**config.mk**
```make
export PLATFORM = sky130hd
export DESIGN_NAME = gmf_mac
export DESIGN_NICKNAME = d
export VERILOG_FILES = /design/src/hw/rtl/gram_matrix_forward_unit_defines.svh /design/src/hw/rtl/gmf_pkg.sv /design/src/hw/rtl/gmf_mac.sv
export SDC_FILE = /design/constraint.sdc
export NUM_CORES = 1
export LEC_CHECK = 0
export ABC_AREA = 0
export ABC_CLOCK_PERIOD_IN_PS = 13000
export BUFFER_PORTS_ARGS = -buffer_cell sky130_fd_sc_hd__buf_2
export CORE_MARGIN = 4
export CORE_UTILIZATION = 35
export CTS_BUF_LIST = sky130_fd_sc_hd__clkbuf_8
export DETAILED_ROUTE_END_ITERATION = 7
export SLEW_MARGIN = 0
export SYNTH_ARGS = -nofsm -noshare
export SYNTH_HDL_FRONTEND = slang
export SYNTH_SLANG_ARGS = --single-unit
export TNS_END_PERCENT = 20
```
**constraint.sdc**
```tcl
create_clock -name i_clk -period 13 [get_ports i_clk]
set_input_delay 1.95 -clock i_clk [delete_from_list [all_inputs] [get_ports i_clk]]
set_output_delay 1.95 -clock i_clk [all_outputs]
set_load 0.01 [all_outputs]
```
**src/hw/rtl/gram_matrix_forward_unit_defines.svh**
```systemverilog
// assertion macros for the gram matrix forward unit
// expects i_clk and i_rst_n in the scope of each use
`ifndef GRAM_MATRIX_FORWARD_UNIT_DEFINES_SVH
`define GRAM_MATRIX_FORWARD_UNIT_DEFINES_SVH

// same-cycle implication
`define GMF_AST_IMP(name, ante, cons) \
    name: assert property (@(posedge i_clk) disable iff (!i_rst_n) (ante) |-> (cons)) \
        else $error("gmf assertion failed");

// next-cycle implication
`define GMF_AST_NXT(name, ante, cons) \
    name: assert property (@(posedge i_clk) disable iff (!i_rst_n) (ante) |=> (cons)) \
        else $error("gmf assertion failed");

`endif

```
**src/hw/rtl/gmf_pkg.sv**
```systemverilog
// shared types and constants for the gram matrix forward unit
// no dependencies
package gmf_pkg;

    localparam int FEAT_W     = 16;
    localparam int OUT_W      = 32;
    localparam int IDX_OUT_W  = 3;
    localparam int CFG_IDX_W  = 2;
    localparam int CFG_DATA_W = 7;
    localparam int CHAN_FLD_W = 4;

    typedef logic signed [FEAT_W-1:0] t_feature;

    typedef enum logic [CFG_IDX_W-1:0] {
        CFG_CHANNELS  = 2'd0,
        CFG_POSITIONS = 2'd1
    } t_cfg_reg;

    typedef enum logic [2:0] {
        S_LOAD,
        S_MAC,
        S_DRAIN,
        S_DIV
    } t_state;

    typedef struct packed {
        logic clear;
        logic valid;
    } t_mac_ctrl;

endpackage

```
**src/hw/rtl/gmf_mac.sv**
```systemverilog
// multiply-accumulate unit, registered product then accumulate
// depends on gmf_pkg
module gmf_mac #(
    parameter int ACC_W = 39
) (
    input  logic                    i_clk,
    input  logic                    i_rst_n,
    input  gmf_pkg::t_mac_ctrl      i_ctrl,
    input  gmf_pkg::t_feature       i_a,
    input  gmf_pkg::t_feature       i_b,
    output logic signed [ACC_W-1:0] o_acc,
    output logic                    o_idle
);
    import gmf_pkg::*;

    localparam int PROD_W = 2 * FEAT_W;

    logic signed [PROD_W-1:0] r_prod;
    logic                     r_prod_vld;
    logic signed [ACC_W-1:0]  r_acc;

    always_ff @(posedge i_clk) begin
        if (!i_rst_n) begin
            r_prod_vld <= 1'b0;
        end else begin
            r_prod_vld <= i_ctrl.valid;
        end
    end

    always_ff @(posedge i_clk) begin
        r_prod <= i_a * i_b;
    end

    always_ff @(posedge i_clk) begin
        if (!i_rst_n || i_ctrl.clear) begin
            r_acc <= '0;
        end else if (r_prod_vld) begin
            r_acc <= r_acc + ACC_W'(r_prod);
        end
    end

    assign o_acc  = r_acc;
    assign o_idle = !r_prod_vld;

endmodule

```
==> results.yml, run 1 <==
timing:
  final-setup-viol-count: 0
  min_period_over_period_pct: 59.5
  slew_headroom_pct: 58.5
  clock.fmax_mhz: 129
  final.setup.tns_ns: 0
  hold_viol: 0
  rsz0062_at_grt: "no"
  slew_viol_final: 0
  worst_pin_slew_ns: 0.607
  fin_crit_ns: 7.74
  hold-worst-slack_ns: 0.480
  skew_ns: 0.0155
clock_tree:
  cts_resized: 0
  clock_latency_ns: 0.36
  htreeDepth: 3
  clk_pin_slew_ns: 0.07
  cts_tree: "built"
  cts_buffers: 9
  postCtsSetupRepairBufs: 0
  ctsHoldBuffers: 0
  cts_root_buf: "clkbuf_8"
  clock-sinks: 72
  clock_path_buffers: 2
synth:
  synth_flop_cell: "dfxtp_1"
  synth-edff-count: 0
  synth.distinct_cells: 62
  synth_area_per_cell_sq_um: 8.87
  synth_cells: 1579
  yosysSeqAreaShare_pct: 10.3
  synthesis.nets: 1998
  ys_warn_count: 0
  synth_area_sq_um: 14000
  postSynth.asyncResetShare_pct: 0
  ys_ff_latch: 72
hold_path:
  hold_depth: 2
  hp-start: "o_acc[22]$_SDFFE_PP0P_"
  whs_endpoint: "o_acc[22]$_SDFFE_PP0P_"
  hold_path_class: "reg2reg"
worst_setup_path:
  rrSetupSlack_ns: 9.88
  required_ns: 13.20
  path_max_fanout: 16
  cp-start-kind: "input port"
  reg2reg_depth: 11
  cp-end-kind: "flop"
  rr_endpoint: "o_acc[38]$_SDFFE_PP0P_"
  path_class: "in2reg"
  worst_ep_arrival_time_ns: 7.94
  r2r-start: "o_acc[0]$_SDFFE_PP0P_"
route:
  via_per_inst: 4.89
  wl_mm: 33.5
  route.vias.total: 10500
  route.detailed.drc: 0
  drtIter0Drc: 595
  drtPass1Iterations: 5
  ant_nets: 0
  wl_per_cell_um: 15.6
grt:
  grt_pass1_vias: 10900
  grt_max_degree: 40
  grt_pass1_wl_mm: 55.9
  grt.total_usage_pct: 15.6
  antenna_found_initial: 0
  grt-ovfl-total: 0
final_layout:
  nets: 2039
  layout_commonest_cell: "inv_1"
  drive_gt1_share_pct: 7.20
  diodes: 0
  layout_common_cells: "inv_1 (313), fa_1 (263), nand2_1 (166)"
  syn2layout_area_growth_pct: 7.51
floorplan:
  io_pins: 76
  die_height_um: 208
  initial_core_util_pct: 35.3
  core_area_sq_um: 39600
  die_area_sq_um: 43300
  die_w_um: 208
  std_cell_rows: 73
place:
  portBuffers: 75
  hpwl_mm: 28.0
  place_congestion: 0.845
run:
  drv_cap: 0
run_status:
  run_status: "complete, no violations"
==> how the worst max path moves through the flow <==
stage                 start                 end  cells past startpoint
floorplan           i_a[15]  r_prod[31]$_DFF_P_                     18
global placement     i_b[7]  r_prod[26]$_DFF_P_                     21
detailed placement   i_b[7]  r_prod[26]$_DFF_P_                     21
CTS                  i_b[7]  r_prod[26]$_DFF_P_                     21
global route         i_b[7]  r_prod[26]$_DFF_P_                     21
finish               i_a[7]  r_prod[26]$_DFF_P_                     21
==> synthesized netlist by cell type (3+ instances only) <==
cell	number	area (sq um)
a211o_1	3	26.3
a211oi_1	8	60.1
a21boi_0	6	45.0
a21o_1	33	248
a21oi_1	69	345
a31oi_1	3	18.8
and2_1	136	851
and3_1	10	62.6
buf_1	3	11.3
clkbuf_1	46	173
dfxtp_1	72	1440
fa_1	263	5270
ha_1	120	1500
inv_1	312	1170
mux2i_1	14	140
nand2_1	166	623
nand2b_1	12	75.1
nand3_1	32	160
nand3b_1	3	22.5
nand4_1	3	18.8
nor2_1	66	248
nor2b_1	3	18.8
nor3_1	18	90.1
nor4_1	4	25.0
o211ai_1	6	45.0
o21a_1	17	128
o21ai_0	33	165
o21ba_2	3	30.0
o21bai_1	6	45.0
o22ai_1	3	18.8
o31a_1	3	26.3
o31ai_1	5	37.5
or2_2	6	37.5
or3_1	7	43.8
or3_2	5	37.5
xnor2_1	35	307
xor2_1	12	105
==> per-layer routing <==
metal / track usage (%) / vias to the layer above / wire length [um]
li1: - / 5022 / -
met3: 2.07 / 47 / 1240
met1: 20.6 / 5227 / 14700
met2: 27.3 / 208 / 16900
met5: 0 / - / 0
met4: 3.62 / 0 / 718
==> metrics by stage <==
stage / setup slack [ns] / std cells / area [sq um] / util (%)
5_1_grt: 4.82 / 2150 / 15100 / 38.0
6_report: 5.26 / 2150 / 15100 / 38.0
2_1_floorplan: 5.54 / 1579 / 14000 / -
3_5_place_dp: 4.78 / 2134 / 14900 / 37.5
4_1_cts: 5.16 / 2150 / 15100 / 38.0
3_3_place_gp: 4.86 / 2134 / 14900 / 37.5
==> final cells by class <==
| class | count | area, sq um |
|---|---|---|
| Clock buffer | 9 | 124 |
| Clock inverter | 7 | 48.8 |
| Fill cell | 4112 | 24600 |
| Inverter | 312 | 1170 |
| Multi-Input combinational cell | 1146 | 11200 |
| Sequential cell | 72 | 1440 |
| Tap cell | 525 | 657 |
| Timing Repair Buffer | 79 | 405 |
==> registers in the layout, indices dropped and copies added (netlist names) <==
register    count
o_acc          39
r_prod         32
r_prod_vld      1
==> worst max-delay path, cell delays in order <==
cell      delay [ns]
buf_2           0.32
nand2_1         0.14
fa_1            0.55
inv_1           0.05
fa_1            0.51
inv_1           0.06
fa_1            0.53
inv_1           0.05
fa_1            0.46
fa_1            0.50
inv_1           0.05
fa_1            0.48
inv_1           0.04
ha_1            0.35
and4_1          0.25
and3_1          0.19
nand3_1         0.07
or3_1           0.38
a21oi_1         0.38
o41ai_1         0.18
o311ai_0        0.44
==> logic make-up after synthesis <==
logic type                 share of synthesized area [%]
AOI/OAI and AO/OA                                   10.9
and+or+nand+nor                                     16.9
DFF                                                 10.3
adders and majority gates                           48.3
buffers and inverters                               9.68
muxes                                               1.00
xor gates and xnor gates                            2.94
Power of run 1 is not shown: default switching activity piles up to over one toggle a cycle in this logic, so the estimate is an artifact.
==> inputs of run 2 (changes only) <==
ABC_AREA = 1   (was 0)
ABC_CLOCK_PERIOD_IN_PS = 8000   (was 13000)
clock period = 8 ns   (was 13 ns; I/O delays follow)
==> run 2 against run 1 <==
Compared with the run above: clock skew rose by 0.0070 ns; setup slack got worse by 3.7 ns; via count rose by 21%; utilization fell by 0.086 points; sequential share of layout area fell by 0.76 points; synthesized cell count rose by 35%; worst hold slack improved by 0.020 ns; register-to-register slack got worse by 4.5 ns; critical path type unchanged; largest cell class unchanged.
==> results.yml, run 2 <==
worst_setup_path:
  critPathSlowestCell: "fa_1"
  worst_ep_arrival_time_ns: 6.72
  path_delay_family: "adder cells"
  path_depth: 20
  crit_path_end: "r_prod[25]$_DFF_P_"
  path_class: "in2reg"
  path_common_cell: "fa_1"
  cp-start-kind: "input port"
  rrSetupSlack_ns: 5.39
  path_buf_inv: 5
  cp-end-kind: "flop"
  path_cells: "buf_2 > nand2_1 > inv_1 > fa_1 > fa_1 > fa_1 > fa_1 > fa_1 > inv_1 > fa_1 > inv_1 > ha_1 > nand2_1 > inv_1 > nand2_1 > nor3_1 > nand4_1 > nand3_1 > a21oi_1 > xnor2_1"
  worstSetupStartpoint: "i_b[1]"
  rr_endpoint: "o_acc[26]$_SDFFE_PP0P_"
  reg2reg_depth: 15
  path_max_fanout: 16
  critPathMaxStageDelay_ns: 0.75
  r2r-start: "o_acc[0]$_SDFFE_PP0P_"
  required_ns: 8.24
clock_tree:
  cts_root_buf: "clkbuf_8"
  clock-sinks: 72
  postCtsSetupRepairBufs: 0
  cts_resized: 0
  htreeDepth: 3
  clk_pin_slew_ns: 0.08
  clock_latency_ns: 0.37
  cts_buffers: 9
  ctsHoldBuffers: 0
  cts_tree: "built"
  clock_path_buffers: 2
final_layout:
  largest_reg_flops: 39
  layout_commonest_cell: "inv_1"
  drive_gt1_share_pct: 5.75
  syn2layout_area_growth_pct: 6.83
  nets: 2570
  final_cell_count_no_fill: 2742
  layout_common_cells: "inv_1 (568), nand2_1 (532), fa_1 (263)"
timing:
  min_period_over_period_pct: 80.9
  rsz0062_at_grt: "no"
  hold_viol: 0
  final.setup.tns_ns: 0
  clock.fmax_mhz: 154
  skew_ns: 0.0225
  hold-worst-slack_ns: 0.500
  final-setup-viol-count: 0
  fin_crit_ns: 6.48
  slew_viol_final: 0
  worst_pin_slew_ns: 1.01
  slew_headroom_pct: 32.3
route:
  route.detailed.drc: 0
  ant_nets: 0
  wl_mm: 40.8
  drtIter0Drc: 760
  drtPass1Iterations: 5
  route.vias.total: 12700
  wl_per_cell_um: 14.9
  via_per_inst: 4.62
grt:
  grt.total_usage_pct: 17.9
  grt_pass1_vias: 13300
  grt_max_degree: 64
  antenna_found_initial: 2
  grt-ovfl-total: 0
  grt_pass1_wl_mm: 68.6
synth:
  synth-edff-count: 0
  synth_common_cells: "inv_1 (567), nand2_1 (532), fa_1 (263)"
  synth.distinct_cells: 43
  ys_warn_count: 0
  synth_flop_cell: "dfxtp_1"
  synth_area_sq_um: 15300
  synth_cells: 2133
  synth_area_leaders: "fa_1 (34%), inv_1 (14%), nand2_1 (13%)"
  postSynth.asyncResetShare_pct: 0
  synth_top_cell_by_area: "fa_1"
  yosys.area.top_type_share_pct: 34.4
  synthesis.nets: 2552
  ys_ff_latch: 72
  yosysSeqAreaShare_pct: 9.41
  synth_area_per_cell_sq_um: 7.18
  post-synth-top-count-cell: "inv_1"
floorplan:
  core_area_sq_um: 43200
  initial_core_util_pct: 35.5
  die_w_um: 217
  die_area_sq_um: 47200
  io_pins: 76
  die_height_um: 217
  std_cell_rows: 76
place:
  hpwl_mm: 35.4
  place_congestion: 0.927
  portBuffers: 75
  dpl.cell_count: 2725
run_status:
  run_status: "complete, no violations"
hold_path:
  hold_path_class: "reg2reg"
run:
  drv_cap: 0
## run 2: cell types whose count changed after synthesis, moves of 24 or more
cell / previous run / this run
a21o_1: 33 / 4
and2_1: 136 / 3
inv_1: 312 / 567
nand2_1: 166 / 532
nand3_1: 32 / 56
nor2_1: 66 / 185
xor2_1: 12 / 36
## run 2: area by class of cell
class | instances | area [sq um]
fill | 4607 | 26800
inverter | 568 | 2130
tap | 585 | 732
timing repair buffer | 77 | 390
multi-input combinational | 1423 | 11500
sequential | 72 | 1440
antenna | 1 | 2.50
clock inverter | 6 | 60.1
clock buffer | 10 | 138
## run 2: cells by family (layout without fill, tap and decap cells)
| logic type | count (synthesis) | after routing | share of synthesized area (%) |
|---|---|---|---|
| AND/OR/NAND/NOR | 824 | 824 | 21.6 |
| buffers and inverters | 638 | 661 | 15.7 |
| adder cells (fa/ha/maj) | 383 | 383 | 44.2 |
| AO/OA/AOI/OAI | 164 | 164 | 6.12 |
| flip-flops | 72 | 72 | 9.41 |
| XOR/XNOR | 52 | 52 | 2.97 |
| other | 0 | 1 | 0 |
## run 2: tightest hold or removal path, delay by kind of cell (launching register included)
kind               cells  cell delay (ns)
AOI/OAI and AO/OA      1             0.05
DFF                    1             0.34
and+or+nand+nor        1             0.07
## run 2: worst min path at each step
| stage | startpoint | slack, ns | cells past startpoint | endpoint |
|---|---|---|---|---|
| 3_5_place_dp | o_acc[38]$_SDFFE_PP0P_ | 0.50 | 2 | o_acc[38]$_SDFFE_PP0P_ |
| 2_1_floorplan | o_acc[0]$_SDFFE_PP0P_ | 0.50 | 2 | o_acc[0]$_SDFFE_PP0P_ |
| 6_report | o_acc[38]$_SDFFE_PP0P_ | 0.50 | 2 | o_acc[38]$_SDFFE_PP0P_ |
| 3_3_place_gp | o_acc[38]$_SDFFE_PP0P_ | 0.49 | 2 | o_acc[38]$_SDFFE_PP0P_ |
| 5_1_grt | o_acc[38]$_SDFFE_PP0P_ | 0.53 | 2 | o_acc[38]$_SDFFE_PP0P_ |
| 4_1_cts | o_acc[38]$_SDFFE_PP0P_ | 0.51 | 2 | o_acc[38]$_SDFFE_PP0P_ |
## run 2: layer usage
metal | vias up | track usage, % | share of wire (%)
met2 | 326 | 30.5 | 47
met4 | 2 | 3.48 | 1.7
met3 | 52 | 2.21 | 4.6
met5 | - | 0 | 0.017
li1 | 6251 | - | -
met1 | 6036 | 24.7 | 47
## run 2: metrics by stage
| step | cell area [sq um] | setup slack [ns] | utilization (%) |
|---|---|---|---|
| after floorplan | 15300 | 1.63 | - |
| after global placement | 16200 | 1.10 | 37.4 |
| after detailed placement | 16200 | 1.06 | 37.4 |
| after CTS | 16400 | 1.44 | 37.9 |
| after global routing | 16400 | 1.16 | 37.9 |
| final | 16400 | 1.52 | 37.9 |
Power of run 2 is left out for the same reason.
==> inputs of run 3 (changes only) <==
ABC_CLOCK_PERIOD_IN_PS = 6300   (was 8000)
clock period = 6.3 ns   (was 8 ns; I/O delays follow)
==> run 3 against run 2 <==
Compared with the run above: via count is 0.89% higher; utilization up 0.47 points; global-route usage increased by 0.26 points; sequential share of layout area decreased by 0.11 points; highest routed layer is now met4.
==> results.yml, run 3 (same netlist as run 2, synthesis figures left out) <==
clock_tree:
  cts_tree: "built"
  clock_latency_ns: 0.37
  cts_root_buf: "clkbuf_8"
  cts_buffers: 9
  htreeDepth: 3
  clk_pin_slew_ns: 0.08
  postCtsSetupRepairBufs: 0
  clock_path_buffers: 2
  clock-sinks: 72
grt:
  grt.total_usage_pct: 18.1
  grt_pass1_wl_mm: 69.1
  grt_max_degree: 64
  antenna_found_initial: 0
  grt_pass1_vias: 13300
  grt-ovfl-total: 0
floorplan:
  core_area_sq_um: 43200
  std_cell_rows: 76
  io_pins: 76
  die_height_um: 217
  die_area_sq_um: 47200
  initial_core_util_pct: 35.5
  die_w_um: 217
timing:
  hold-worst-slack_ns: 0.500
  slew_headroom_pct: 33.9
  fin_crit_ns: 5.96
  rsz0062_at_grt: "no"
  slew_viol_final: 0
  hold_viol: 0
  timing.final.ws_setup_ns: 0.344
  skew_ns: 0.0106
  worst_pin_slew_ns: 0.986
  final-setup-viol-count: 0
  clock.fmax_mhz: 168
  min_period_over_period_pct: 94.5
hold_path:
  hp-start: "o_acc[38]$_SDFFE_PP0P_"
  hold_path_class: "reg2reg"
route:
  wl_mm: 41.4
  route.vias.total: 12800
  routedLengthMet1_mm: 18.8
  via_per_inst: 4.62
  topRoutingLayerUsed: "met4"
  wl_met2_mm: 20.0
  drtPass1Iterations: 5
  wl_met3_mm: 1.69
  wl_per_cell_um: 15.0
  route.detailed.drc: 0
  drtIter0Drc: 726
  ant_nets: 0
final_layout:
  drive_gt1_share_pct: 6.88
  syn2layout_area_growth_pct: 8.15
  nets: 2595
  diodes: 0
  fill_cells: 4671
  largest_reg_flops: 39
  layout_common_cells: "inv_1 (568), nand2_1 (532), fa_1 (263)"
  layout_commonest_cell: "inv_1"
worst_setup_path:
  required_ns: 6.58
  cp-start-kind: "input port"
  path_buf_inv: 5
  path_class: "in2reg"
  path_max_fanout: 16
  path_delay_family: "adder cells"
  cp-end-kind: "flop"
  path_cells: "buf_2 > nand2_1 > fa_1 > fa_1 > fa_1 > inv_1 > fa_1 > fa_1 > inv_1 > fa_1 > inv_1 > ha_1 > nand2_1 > inv_1 > nand2_1 > nor3_1 > nand4_1 > nand3_1 > a21oi_1 > xnor2_1"
  critPathSlowestCell: "fa_1"
  path_common_cell: "fa_1"
  r2r-start: "o_acc[0]$_SDFFE_PP0P_"
  worstSetupStartpoint: "i_a[14]"
  critPathMaxStageDelay_ns: 0.54
  worst_ep_arrival_time_ns: 6.24
run:
  drv_cap: 0
place:
  place_congestion: 0.920
  dp_slack_ns: -0.477
  portBuffers: 75
  hpwl_mm: 36.1
run_status:
  run_status: "complete, no violations"
[run 3: changes by cell type in the layout (fill, tap and decap cells not counted), sizes merged]
cell / delta
buf: +23
clkbuf: +2
diode: -1
[run 3: cell type report]
| cell class | instances | area (sq um) | share of cell area (%) |
|---|---|---|---|
| multi-input combinational | 1423 | 11500 | 69.3 |
| inverter | 568 | 2130 | 12.9 |
| sequential | 72 | 1440 | 8.71 |
| tap | 585 | 732 | 4.42 |
| timing repair buffer | 102 | 583 | 3.52 |
| clock buffer | 10 | 138 | 0.831 |
| clock inverter | 6 | 60.1 | 0.363 |
[run 3: per-stage QoR]
step / utilization [%] / area, sq um / std cells / TNS [ns]
floorplan: - / 15300 / 2133 / 0
global placement: 37.9 / 16300 / 2750 / -1.00
detailed placement: 37.9 / 16300 / 2750 / -1.14
CTS: 38.3 / 16500 / 2766 / 0
global route: 38.4 / 16600 / 2766 / 0
finish: 38.4 / 16600 / 2766 / 0
[run 3: metal layers]
| layer | track usage [%] | up-vias |
|---|---|---|
| li1 | - | 6292 |
| met1 | 24.5 | 6163 |
| met2 | 31.6 | 276 |
| met3 | 1.90 | 49 |
| met4 | 4.05 | 0 |
| met5 | 0 | - |
[run 3: worst paths after layout]
path / to / slack [ns] / cells past startpoint
setup / recovery: r_prod[24]$_DFF_P_ / 0.34 / 20
setup reg to reg: o_acc[26]$_SDFFE_PP0P_ / 3.65 / 15
hold reg to reg: o_acc[38]$_SDFFE_PP0P_ / 0.50 / 2
hold / removal: o_acc[38]$_SDFFE_PP0P_ / 0.50 / 2
[run 3: worst min-delay path: stages, from the launching register on]
cell,delay (ns)
dfxtp_1,0.34
nand2_1,0.07
a21oi_1,0.05
[run 3: what timing repair did]
action,4_1_cts,5_1_grt
cloned,0,0
hold buffers,0,0
resized for setup,1,3
endpoints found under the setup margin,1,2
Power of run 3 is left out for the same reason.
