==> src/hw/rtl/gram_matrix_forward_unit_defines.svh <==
// assertion macros for the gram matrix forward unit
// expects i_clk and i_rst_n in the scope of each use
`ifndef GRAM_MATRIX_FORWARD_UNIT_DEFINES_SVH
`define GRAM_MATRIX_FORWARD_UNIT_DEFINES_SVH

// same-cycle implication
`define GMF_AST_IMP(name, ante, cons) \
    name: assert property (@(posedge i_clk) disable iff (!i_rst_n) (ante) |-> (cons)) \
        else $error("gmf assertion failed");

// next-cycle implication
`define GMF_AST_NXT(name, ante, cons) \
    name: assert property (@(posedge i_clk) disable iff (!i_rst_n) (ante) |=> (cons)) \
        else $error("gmf assertion failed");

`endif

==> src/hw/rtl/gmf_div.sv <==
// serial restoring divider, signed dividend by unsigned divisor, one bit per cycle
// truncates toward zero; no dependencies
module gmf_div #(
    parameter int DVD_W = 39,
    parameter int DVS_W = 10
) (
    input  logic                    i_clk,
    input  logic                    i_rst_n,
    input  logic                    i_start,
    input  logic signed [DVD_W-1:0] i_dividend,
    input  logic [DVS_W-1:0]        i_divisor,
    output logic                    o_done,
    output logic signed [DVD_W-1:0] o_quotient
);

    localparam int CNT_W = $clog2(DVD_W + 1);

    logic             r_busy;
    logic [CNT_W-1:0] r_cnt;
    logic             r_neg;
    logic [DVD_W-1:0] r_quo;
    logic [DVS_W-1:0] r_rem;
    logic [DVS_W-1:0] r_dvs;

    logic [DVS_W:0] rem_sh;
    logic           ge;
    logic [DVS_W:0] rem_nx;

    assign rem_sh = {r_rem, r_quo[DVD_W-1]};
    assign ge     = rem_sh >= {1'b0, r_dvs};
    assign rem_nx = ge ? (rem_sh - {1'b0, r_dvs}) : rem_sh;

    assign o_done     = r_busy && (r_cnt == '0);
    assign o_quotient = r_neg ? -$signed(r_quo) : $signed(r_quo);

    always_ff @(posedge i_clk) begin
        if (!i_rst_n) begin
            r_busy <= 1'b0;
            r_cnt  <= '0;
        end else if (i_start) begin
            r_busy <= 1'b1;
            r_cnt  <= CNT_W'(DVD_W);
        end else if (o_done) begin
            r_busy <= 1'b0;
        end else if (r_busy) begin
            r_cnt <= r_cnt - CNT_W'(1);
        end
    end

    always_ff @(posedge i_clk) begin
        if (i_start) begin
            r_neg <= i_dividend[DVD_W-1];
            r_quo <= i_dividend[DVD_W-1] ? DVD_W'(-i_dividend) : DVD_W'(i_dividend);
            r_rem <= '0;
            r_dvs <= i_divisor;
        end else if (r_busy && (r_cnt != '0)) begin
            r_rem <= rem_nx[DVS_W-1:0];
            r_quo <= {r_quo[DVD_W-2:0], ge};
        end
    end

endmodule

==> config.mk <==
export PLATFORM = sky130hd
export DESIGN_NAME = gmf_div
export DESIGN_NICKNAME = d
export VERILOG_FILES = /design/src/hw/rtl/gram_matrix_forward_unit_defines.svh /design/src/hw/rtl/gmf_div.sv
export SDC_FILE = /design/constraint.sdc
export NUM_CORES = 1
export LEC_CHECK = 0
export ABC_AREA = 1
export ABC_CLOCK_PERIOD_IN_PS = 2300
export BUFFER_PORTS_ARGS = -buffer_cell sky130_fd_sc_hd__clkbuf_2
export CAP_MARGIN = 20
export CORE_MARGIN = 10
export CORE_UTILIZATION = 53
export DETAILED_ROUTE_END_ITERATION = 10
export PLACE_DENSITY_LB_ADDON = 0.08
export SYNTH_ARGS = -nofsm -noshare
export SYNTH_HDL_FRONTEND = slang
export SYNTH_SLANG_ARGS = --single-unit
export TNS_END_PERCENT = 50
==> constraint.sdc <==
create_clock -name i_clk -period 2.3 [get_ports i_clk]
set_input_delay 0.23 -clock i_clk [delete_from_list [all_inputs] [get_ports i_clk]]
set_output_delay 0.23 -clock i_clk [all_outputs]
set_load 0.01 [all_outputs]
==> flow_metrics.env, run 1 <==
export IMPL_syn_to_final_growth_pct=23.9
export IMPL_cts_buffers_inserted=9
export IMPL_pre_cts_slack_ns=0.201
export IMPL_seq_power_share=0.407
export IMPL_fin_area_sq_mm=0.00715
export IMPL_die_h_um=124
export IMPL_cp_startpoint="r_quo[1]"
export IMPL_crit_type="flip-flop to output pin"
export IMPL_hp_start="i_divisor[4]"
export IMPL_path_max_fanout=4
export IMPL_place_inst=1064
export IMPL_syn_avg_cell_area_sq_um=6.84
export IMPL_die_x_um=124
export IMPL_min_path_type="input pin to flip-flop"
export IMPL_timing_final_ws_setup_ns=-0.0746
export IMPL_cts_root_buf="clkbuf_8"
export IMPL_diodes=0
export IMPL_nets=1050
export IMPL_place_area_sq_mm=0.00640
export IMPL_pwr_share_clk=0.249
export IMPL_finalNonFillerCells=1128
export IMPL_port_buffers=91
export IMPL_slew_headroom=0.573
export IMPL_path_cells="inv_2, ha_4, inv_1, nor3_4, buf_6, nand4_1, xor2_1, nand2_1, nand2_1, buf_6"
export IMPL_irDropWorstVdd_uv=304
export IMPL_fmax_ghz=0.421
export IMPL_cts_max_level=3
export IMPL_final_antenna_net_count=0
export IMPL_worst_setup_path_start_kind="flip-flop"
export IMPL_power_density_mw_per_mm2=539
export IMPL_clk_latency_ns=0.38
export IMPL_design_core_area_sq_mm=0.0107
export IMPL_min_period_over_period=1.03
export IMPL_io_pins=92
export IMPL_clkSlewWorstSetupHoldPaths_ns=0.09
export IMPL_ys_types=44
export IMPL_tightestPinTransition_ns=0.635
export IMPL_required_ns=2.07
export IMPL_wl_per_cell_um=16.5
export IMPL_postCtsHoldBufs=0
export IMPL_swShare=0.387
export IMPL_p_int_mw=2.36
export IMPL_violations="negative setup slack"
export IMPL_reg2reg_slack_ns=0.16
export IMPL_setup_tns_ns=-0.167
export IMPL_end_kind="output pin"
export IMPL_drive_above_1_share=0.265
export IMPL_firstDrtPassIters=5
export IMPL_synth_fp_nets=910
export IMPL_setup_viol_count_final=4
export IMPL_hpwlAfterDp_um=13700
export IMPL_hold_path_end="r_dvs[4]"
export IMPL_combPwrFrac=0.344
export IMPL_vias=6188
export IMPL_grt_pass1_wl_um=29300
export IMPL_drt_iter0_drc=838
export IMPL_antenna_found_initial=0
export IMPL_fillCellCount=957
export IMPL_fin_skew_ns=0.00952
export IMPL_grt_pass1_vias=5726
export IMPL_clkSinkCount=67
export IMPL_routabilityCongestion=0.938
export IMPL_reg2reg_from="r_quo[38]"
export IMPL_synthesis_instances=843
export IMPL_r2r_cells=14
export IMPL_syn_area_sq_mm=0.00577
export IMPL_synth_sequential_area_ratio=0.319
export IMPL_ys_ff_latch=67
export IMPL_status="complete, but fails checks"
export IMPL_critPathMaxStageDelay_ns=0.43
export IMPL_cts_buffer_depth=2
export IMPL_final_hold_viol_count=0
export IMPL_wl_um=18700
export IMPL_post_route_drc_count=0
export IMPL_grtUsageTotal=0.228
export IMPL_reg2reg_to="r_rem[8]"
export IMPL_p_total_mw=3.85
export IMPL_timing_max_cap_violations=0
export IMPL_mostFrequentLayoutCells="215 x nand2_1, 103 x inv_1, 79 x nand3_1"
export IMPL_start_util=0.537
export IMPL_fin_crit_ns=2.37
export IMPL_rsz0062_at_grt="true"
export IMPL_drv_slew=0
export IMPL_synth_warnings=0
export IMPL_p_switching_mw=1.49
export IMPL_crit_slowest_cell="edfxtp_1"
export IMPL_p_leak_nw=3.40
export IMPL_grt_max_degree=41
export IMPL_viasPerCell=5.49
export IMPL_num_rows=38
export IMPL_cts_tree="yes"
export IMPL_whs_path_depth=1
export IMPL_cp_arrival_ns=2.14
export IMPL_final_common_cell="nand2_1"
export IMPL_grt_overflow_total=0
export IMPL_dieArea_sq_mm=0.0155
logic make-up (layout without fill, tap and decap cells):
group,Yosys count,in the layout,share of synthesized area
AOI/OAI and AO/OA,97,97,0.0969
and+or+nand+nor,478,478,0.380
DFF,67,67,0.319
adders and majority gates,15,15,0.0338
xor gates and xnor gates,51,51,0.0774
buffers and inverters,135,280,0.0926
cells in the mapped netlist (all sizes together):
library cell / instances / share of area
edfxtp: 50 / 0.26
clkinv: 1 / 0.00065
a31oi: 3 / 0.0033
xor2: 44 / 0.067
buf: 11 / 0.012
nand4: 22 / 0.025
nor4: 1 / 0.0011
a221oi: 1 / 0.0015
nand3b: 6 / 0.0078
clkbuf: 11 / 0.0072
o31ai: 2 / 0.0026
nand3: 90 / 0.085
fa: 1 / 0.0035
o211ai: 4 / 0.0052
o21ai: 70 / 0.067
a21oi: 14 / 0.013
nand2b: 1 / 0.0011
o21bai: 2 / 0.0033
or2: 2 / 0.0022
nor2: 108 / 0.083
dfxtp: 17 / 0.059
xnor2: 7 / 0.011
ha: 14 / 0.030
and2: 1 / 0.0011
nand2: 236 / 0.16
o22ai: 1 / 0.0011
inv: 112 / 0.073
nor3: 11 / 0.011
power groups by stage:
stage / registers [mW] / logic (mW) / clock network, mW
detailed placement: 1.59 / 1.10 / 0
CTS: 1.56 / 1.22 / 0.980
global route: 1.58 / 1.45 / 1.02
finish: 1.57 / 1.32 / 0.960
global placement: 1.59 / 1.08 / 0
floorplan: 1.55 / 0.704 / 0
state kept, by name, indices dropped and copies added (netlist names):
register,flops
r_cnt,6
r_dvs,10
r_rem,10
r_neg,1
r_quo,39
r_busy,1
layout make-up:
class                      count  area [sq um]  area share
clock buffer                   9           124      0.0173
multi-input combinational    641          3570       0.499
clock inverter                 7          57.6     0.00805
inverter                     113           424      0.0593
timing repair buffer         151           958       0.134
tap                          140           175      0.0245
sequential                    67          1840       0.258
metrics by stage:
step                hold WS (ns)   util
detailed placement         0.409  0.596
floorplan                  0.328      -
global route              0.0144  0.665
CTS                       0.0105  0.643
global placement           0.406  0.596
finish                    0.0246  0.665
worst max-delay path, delay by kind of cell (launching register included):
| family | cells | cell delay (ns) |
|---|---|---|
| buf+inv | 4 | 0.51 |
| simple gates | 4 | 0.47 |
| flops | 1 | 0.43 |
| xor+xnor | 1 | 0.20 |
| fa+ha+maj | 1 | 0.16 |
routing by layer:
| metal | GRT usage | up-vias | share of wire |
|---|---|---|---|
| met2 | 0.345 | 271 | 0.45 |
| met4 | 0.0644 | 0 | 0.014 |
| met5 | 0 | - | 0 |
| li1 | - | 3029 | - |
| met3 | 0.0460 | 30 | 0.085 |
| met1 | 0.320 | 2858 | 0.45 |
timing repair:
item | 4_1_cts | 5_1_grt
setup endpoints to repair | 18 | 27
endpoints found under the hold margin | 0 | 0
pin swaps | 17 | 22
resized for setup | 25 | 52
buffers inserted | 30 | 19
how the worst max path moves through the flow:
stage                          end  cells past startpoint  slack (ns)
floorplan                 r_quo[0]                      7        0.13
global placement    o_quotient[38]                      8        0.14
detailed placement        r_rem[6]                     12        0.20
CTS                 o_quotient[23]                      9       -0.02
global route        o_quotient[28]                     10       -0.17
finish              o_quotient[28]                     10       -0.07
(Power assumes the default switching activity.)
==> run 2: changes to the inputs <==
--- a/config.mk
+++ b/config.mk
@@ -12,6 +12,7 @@
 export CORE_MARGIN = 10
 export CORE_UTILIZATION = 53
 export DETAILED_ROUTE_END_ITERATION = 10
+export GPL_TIMING_DRIVEN = 0
 export PLACE_DENSITY_LB_ADDON = 0.08
 export SYNTH_ARGS = -nofsm -noshare
 export SYNTH_HDL_FRONTEND = slang
==> run 2 against run 1 <==
  * The run still ends with negative setup slack left
  * Global-route usage grew 0.70 points
  * Sequential power barely moved
  * Count of clock-buffer cells in the layout is 1 higher
  * Cell count is 0.18% lower
  * Flip-flop and latch count stayed put
  * Final area fell by 2.0%
  * Fmax decreased by 1.2%
  * Clock skew up 0.00096 ns
  * Non-clock buffer count shrank 2
  * Critical path type unchanged
  * Critical endpoint unchanged
==> flow_metrics.env, run 2 (same netlist as run 1, synthesis figures left out) <==
export IMPL_status="complete, but fails checks"
export IMPL_violations="negative setup slack"
export IMPL_vias=6214
export IMPL_clkSinkCount=67
export IMPL_dieArea_sq_mm=0.0155
export IMPL_place_area_sq_mm=0.00640
export IMPL_required_ns=2.07
export IMPL_diodes=0
export IMPL_end_kind="output pin"
export IMPL_grtUsageTotal=0.235
export IMPL_num_rows=38
export IMPL_port_buffers=91
export IMPL_syn_to_final_growth_pct=21.5
export IMPL_cts_root_buf="clkbuf_8"
export IMPL_routabilityCongestion=0.926
export IMPL_grt_pass1_wl_um=30100
export IMPL_rsz0062_at_grt="true"
export IMPL_fin_skew_ns=0.0105
export IMPL_worst_setup_path_start_kind="flip-flop"
export IMPL_drt_iter0_drc=659
export IMPL_antenna_found_initial=0
export IMPL_mostFrequentLayoutCells="218 x nand2_1, 101 x inv_1, 83 x clkbuf_2"
export IMPL_io_pins=92
export IMPL_tightestPinTransition_ns=0.653
export IMPL_min_path_type="input pin to flip-flop"
export IMPL_fin_crit_ns=2.40
export IMPL_design_core_area_sq_mm=0.0107
export IMPL_cts_tree="yes"
export IMPL_fmax_ghz=0.416
export IMPL_drive_above_1_share=0.241
export IMPL_power_density_mw_per_mm2=541
export IMPL_final_hold_viol_count=0
export IMPL_hpwlAfterDp_um=14500
export IMPL_die_h_um=124
export IMPL_clk_latency_ns=0.37
export IMPL_firstDrtPassIters=6
export IMPL_postCtsHoldBufs=0
export IMPL_setup_viol_count_final=9
export IMPL_grt_overflow_total=0
export IMPL_path_max_fanout=4
export IMPL_timing_max_cap_violations=0
export IMPL_viasPerCell=5.52
export IMPL_cts_buffer_depth=2
export IMPL_nets=1048
export IMPL_utilization=0.652
export IMPL_drv_slew=0
export IMPL_p_leak_nw=3.31
export IMPL_irDropWorstVdd_uv=330
export IMPL_final_common_cell="nand2_1"
export IMPL_grt_pass1_vias=5866
export IMPL_cts_buffers_inserted=9
export IMPL_min_period_over_period=1.04
export IMPL_pre_cts_slack_ns=0.00318
export IMPL_cts_max_level=3
export IMPL_timing_final_ws_setup_ns=-0.103
export IMPL_final_antenna_net_count=0
export IMPL_grt_max_degree=41
export IMPL_slew_headroom=0.561
export IMPL_post_route_drc_count=0
export IMPL_top_register="r_quo"
export IMPL_wl_per_cell_um=17.0
export IMPL_fin_area_sq_mm=0.00701
export IMPL_cp_arrival_ns=2.17
export IMPL_start_util=0.537
export IMPL_clkSlewWorstSetupHoldPaths_ns=0.08
export IMPL_crit_type="flip-flop to output pin"
export IMPL_top_regs="r_quo: 39 flops, r_dvs: 10 flops, r_rem: 10 flops"
export IMPL_largest_reg_flops=39
export IMPL_wl_um=19100
export IMPL_die_x_um=124
[run 2: worst max-delay path, cell delays in order, from the launching register on]
cell      delay [ns]
edfxtp_1        0.49
buf_4           0.18
buf_4           0.15
nor3_2          0.36
nand4_1         0.20
xor2_1          0.16
nand2_1         0.06
nand2_1         0.07
clkbuf_2        0.13
[run 2: report_power, final]
group          switching [mW]  total (mW)  internal (mW)
sequential              0.120        1.56           1.44
clock                   0.515       0.947          0.432
combinational           0.813        1.28          0.470
total                    1.45        3.79           2.35
[run 2: layer usage]
metal / vias to the layer above / track usage / routed length, um
li1: 3030 / - / -
met1: 2893 / 0.324 / 8770
met2: 260 / 0.359 / 8610
met3: 31 / 0.0485 / 1400
met4: 0 / 0.0706 / 331
met5: - / 0 / 0
[run 2: repair_timing]
| action | CTS | global route |
|---|---|---|
| endpoints found under the hold margin | 0 | 0 |
| gates cloned | 0 | 0 |
| gates resized for setup | 28 | 24 |
| buffers inserted | 26 | 10 |
| setup endpoints to repair | 23 | 72 |
| pin swaps | 16 | 12 |
[run 2: cell type report]
class	count	area, sq um
plain buffers	22	111
clock buffers	10	138
clock inverters	6	46.3
fillers	1012	3740
inverters	113	429
multi-input cells	641	3530
flip-flops and latches	67	1840
well taps	140	175
repair buffers	127	733
[run 2: final timing paths]
| kind | from | endpoint | slack, ns | cells after the start |
|---|---|---|---|---|
| setup / recovery | r_quo[3] | o_quotient[28] | -0.10 | 8 |
| hold / removal | i_divisor[1] | r_dvs[1] | 0.03 | 1 |
| setup reg to reg | r_quo[38] | r_rem[6] | 0.09 | 12 |
| hold reg to reg | r_rem[6] | r_rem[6] | 0.48 | 2 |
[run 2: stage by stage]
stage	total power, mW	hold slack [ns]	setup TNS [ns]	instances
after floorplan	2.25	0.328	0	843
after global placement	2.67	0.407	-16.60	1074
after detailed placement	2.69	0.409	0	1074
after CTS	3.72	0.0167	-0.174	1116
after global routing	3.99	0.0164	-2.79	1126
final	3.79	0.0297	-0.435	1126
==> run 3: changes to the inputs <==
--- a/config.mk
+++ b/config.mk
@@ -7,7 +7,7 @@
 export LEC_CHECK = 0
 export ABC_AREA = 1
 export ABC_CLOCK_PERIOD_IN_PS = 2300
-export BUFFER_PORTS_ARGS = -buffer_cell sky130_fd_sc_hd__clkbuf_2
+export BUFFER_PORTS_ARGS = -buffer_cell sky130_fd_sc_hd__buf_2
 export CAP_MARGIN = 20
 export CORE_MARGIN = 10
 export CORE_UTILIZATION = 53
==> run 3 against run 2 <==
  * The run still ends with negative setup slack left
  * Critical path depth grew 1
  * Wire length is 0.95% higher
  * Non-clock buffer count rose by 12
  * Flip-flop and latch count stayed put
  * Critical path type unchanged
  * Sequential power barely moved
  * Worst hold slack got worse by 0.0044 ns
  * Register-to-register slack better by 0.02 ns
==> flow_metrics.env, run 3 (same netlist as run 1, synthesis figures left out) <==
export IMPL_whs_path_depth=1
export IMPL_grt_overflow_total=0
export IMPL_power_density_mw_per_mm2=560
export IMPL_multiInputGateArea_sq_mm=0.00359
export IMPL_final_hold_viol_count=0
export IMPL_setup_viol_count_final=14
export IMPL_cts_tree="yes"
export IMPL_grt_max_degree=41
export IMPL_irDropWorstVdd_uv=349
export IMPL_r2r_cells=12
export IMPL_place_area_sq_mm=0.00640
export IMPL_hp_start="i_divisor[9]"
export IMPL_cp_arrival_ns=2.25
export IMPL_critPathMaxStageDelay_ns=0.46
export IMPL_rsz0062_at_grt="true"
export IMPL_wl_um=19300
export IMPL_violations="negative setup slack"
export IMPL_p_int_mw=2.57
export IMPL_wl_per_cell_um=17.0
export IMPL_mostFrequentLayoutCells="215 x nand2_1, 101 x inv_1, 96 x buf_2"
export IMPL_fin_crit_ns=2.48
export IMPL_p_leak_nw=3.43
export IMPL_reg2reg_from="r_quo[38]"
export IMPL_drive_above_1_share=0.262
export IMPL_antenna_found_initial=0
export IMPL_slew_headroom=0.584
export IMPL_top_regs="r_quo: 39 flops, r_dvs: 10 flops, r_rem: 10 flops"
export IMPL_post_route_drc_count=0
export IMPL_swShare=0.364
export IMPL_combPwrFrac=0.328
export IMPL_die_x_um=124
export IMPL_fin_area_sq_mm=0.00721
export IMPL_worst_setup_path_start_kind="flip-flop"
export IMPL_ff_latch_area_sq_mm=0.00184
export IMPL_timing_max_cap_violations=0
export IMPL_nets=1060
export IMPL_diodes=0
export IMPL_fillCellCount=980
export IMPL_num_rows=38
export IMPL_min_period_over_period=1.08
export IMPL_clkSlewWorstSetupHoldPaths_ns=0.09
export IMPL_end_kind="output pin"
export IMPL_final_antenna_net_count=0
export IMPL_reg2reg_to="r_rem[6]"
export IMPL_clkSinkCount=67
export IMPL_cts_buffer_depth=2
export IMPL_design_core_area_sq_mm=0.0107
export IMPL_required_ns=2.07
export IMPL_min_path_type="input pin to flip-flop"
export IMPL_syn_to_final_growth_pct=25.0
export IMPL_routabilityCongestion=0.918
export IMPL_drt_iter0_drc=683
export IMPL_firstDrtPassIters=6
export IMPL_die_h_um=124
export IMPL_io_pins=92
export IMPL_path_cells="nor2_4, nand3_2, nor2_4, buf_4, buf_4, nand4_1, xor2_1, o21ai_0, buf_2"
export IMPL_cts_max_level=3
export IMPL_dieArea_sq_mm=0.0155
export IMPL_seq_power_share=0.387
export IMPL_tightestPinTransition_ns=0.625
export IMPL_postCtsHoldBufs=0
export IMPL_cts_root_buf="clkbuf_8"
export IMPL_whs_ns=0.0253
export IMPL_cts_buffers_inserted=9
export IMPL_largest_reg_flops=39
export IMPL_vias=6297
export IMPL_p_switching_mw=1.47
export IMPL_clk_latency_ns=0.37
export IMPL_timing_final_ws_setup_ns=-0.181
export IMPL_final_common_cell="nand2_1"
export IMPL_crit_slowest_cell="edfxtp_1"
export IMPL_grt_pass1_wl_um=30200
export IMPL_reg2reg_slack_ns=0.11
export IMPL_fin_skew_ns=0.0189
export IMPL_crit_type="flip-flop to output pin"
export IMPL_grtUsageTotal=0.234
export IMPL_grt_pass1_vias=6064
export IMPL_path_max_fanout=4
export IMPL_status="complete, but fails checks"
export IMPL_start_util=0.537
export IMPL_hpwlAfterDp_um=14700
export IMPL_top_register="r_quo"
export IMPL_drv_slew=0
export IMPL_viasPerCell=5.53
export IMPL_hold_path_end="r_dvs[9]"
export IMPL_pwr_share_clk=0.285
export IMPL_port_buffers=91
export IMPL_fmax_ghz=0.403
run 3: changes by cell type in the layout (fill, tap and decap cells not counted), moves of 3 or more:
cell / delta
buf_2: +81
buf_4: +12
clkbuf_2: -81
nand2_1: -3
nand3_1: -3
nand3_2: +3
nor2_1: -6
nor2_2: +5
nor3_2: -3
run 3: worst max-delay path by stage:
| stage | start | to | cells after the start |
|---|---|---|---|
| 2_1_floorplan | r_cnt[0] | r_quo[0] | 7 |
| 3_3_place_gp | r_cnt[0] | r_quo[28] | 7 |
| 3_5_place_dp | r_quo[0] | o_quotient[28] | 9 |
| 4_1_cts | r_quo[3] | o_quotient[23] | 9 |
| 5_1_grt | r_quo[10] | o_quotient[29] | 9 |
| 6_report | r_quo[10] | o_quotient[29] | 9 |
run 3: layout make-up:
type	count	area share
Clock buffer	10	0.0177
Tap cell	140	0.0243
Buffer	22	0.0156
Timing Repair Buffer	139	0.116
Sequential cell	67	0.255
Clock inverter	6	0.0132
Multi-Input combinational cell	641	0.498
Inverter	113	0.0592
run 3: critical path: cells and delay by family, from the launching register on:
family                 cells  cell delay [ns]
AO/OA/AOI/OAI              1             0.21
XOR/XNOR                   1             0.18
buffers and inverters      3             0.39
flip-flops                 1             0.46
AND/OR/NAND/NOR            4             0.62
run 3: power by group through the flow:
stage	sequential [mW]	clock, mW	combinational, mW
2_1_floorplan	1.55	0	0.704
3_3_place_gp	1.59	0	1.08
3_5_place_dp	1.59	0	1.10
4_1_cts	1.55	1.15	1.22
5_1_grt	1.57	1.20	1.45
6_report	1.56	1.15	1.32
run 3: metal layers:
| layer | wire [um] | share of wire | track usage |
|---|---|---|---|
| met1 | 8790 | 0.46 | 0.325 |
| met2 | 8620 | 0.45 | 0.362 |
| met3 | 1480 | 0.077 | 0.0345 |
| met4 | 402 | 0.021 | 0.0802 |
| met5 | 0 | 0 | 0 |
run 3: timing repair:
item,in CTS,in global routing
gates resized for setup,22,39
hold endpoints to repair,0,0
setup endpoints to repair,23,71
setup buffers,29,19
pin swaps,8,22
run 3: metrics by stage:
step,TNS (ns),utilization,power (mW),std cells,setup slack [ns]
final,-0.889,0.671,4.03,1138,-0.181
after floorplan,0,-,2.25,843,0.128
after global placement,-15.87,0.596,2.66,1074,-0.405
after CTS,-0.117,0.645,3.92,1119,-0.0293
after global routing,-3.02,0.671,4.22,1138,-0.299
after detailed placement,0,0.596,2.69,1074,0.00811
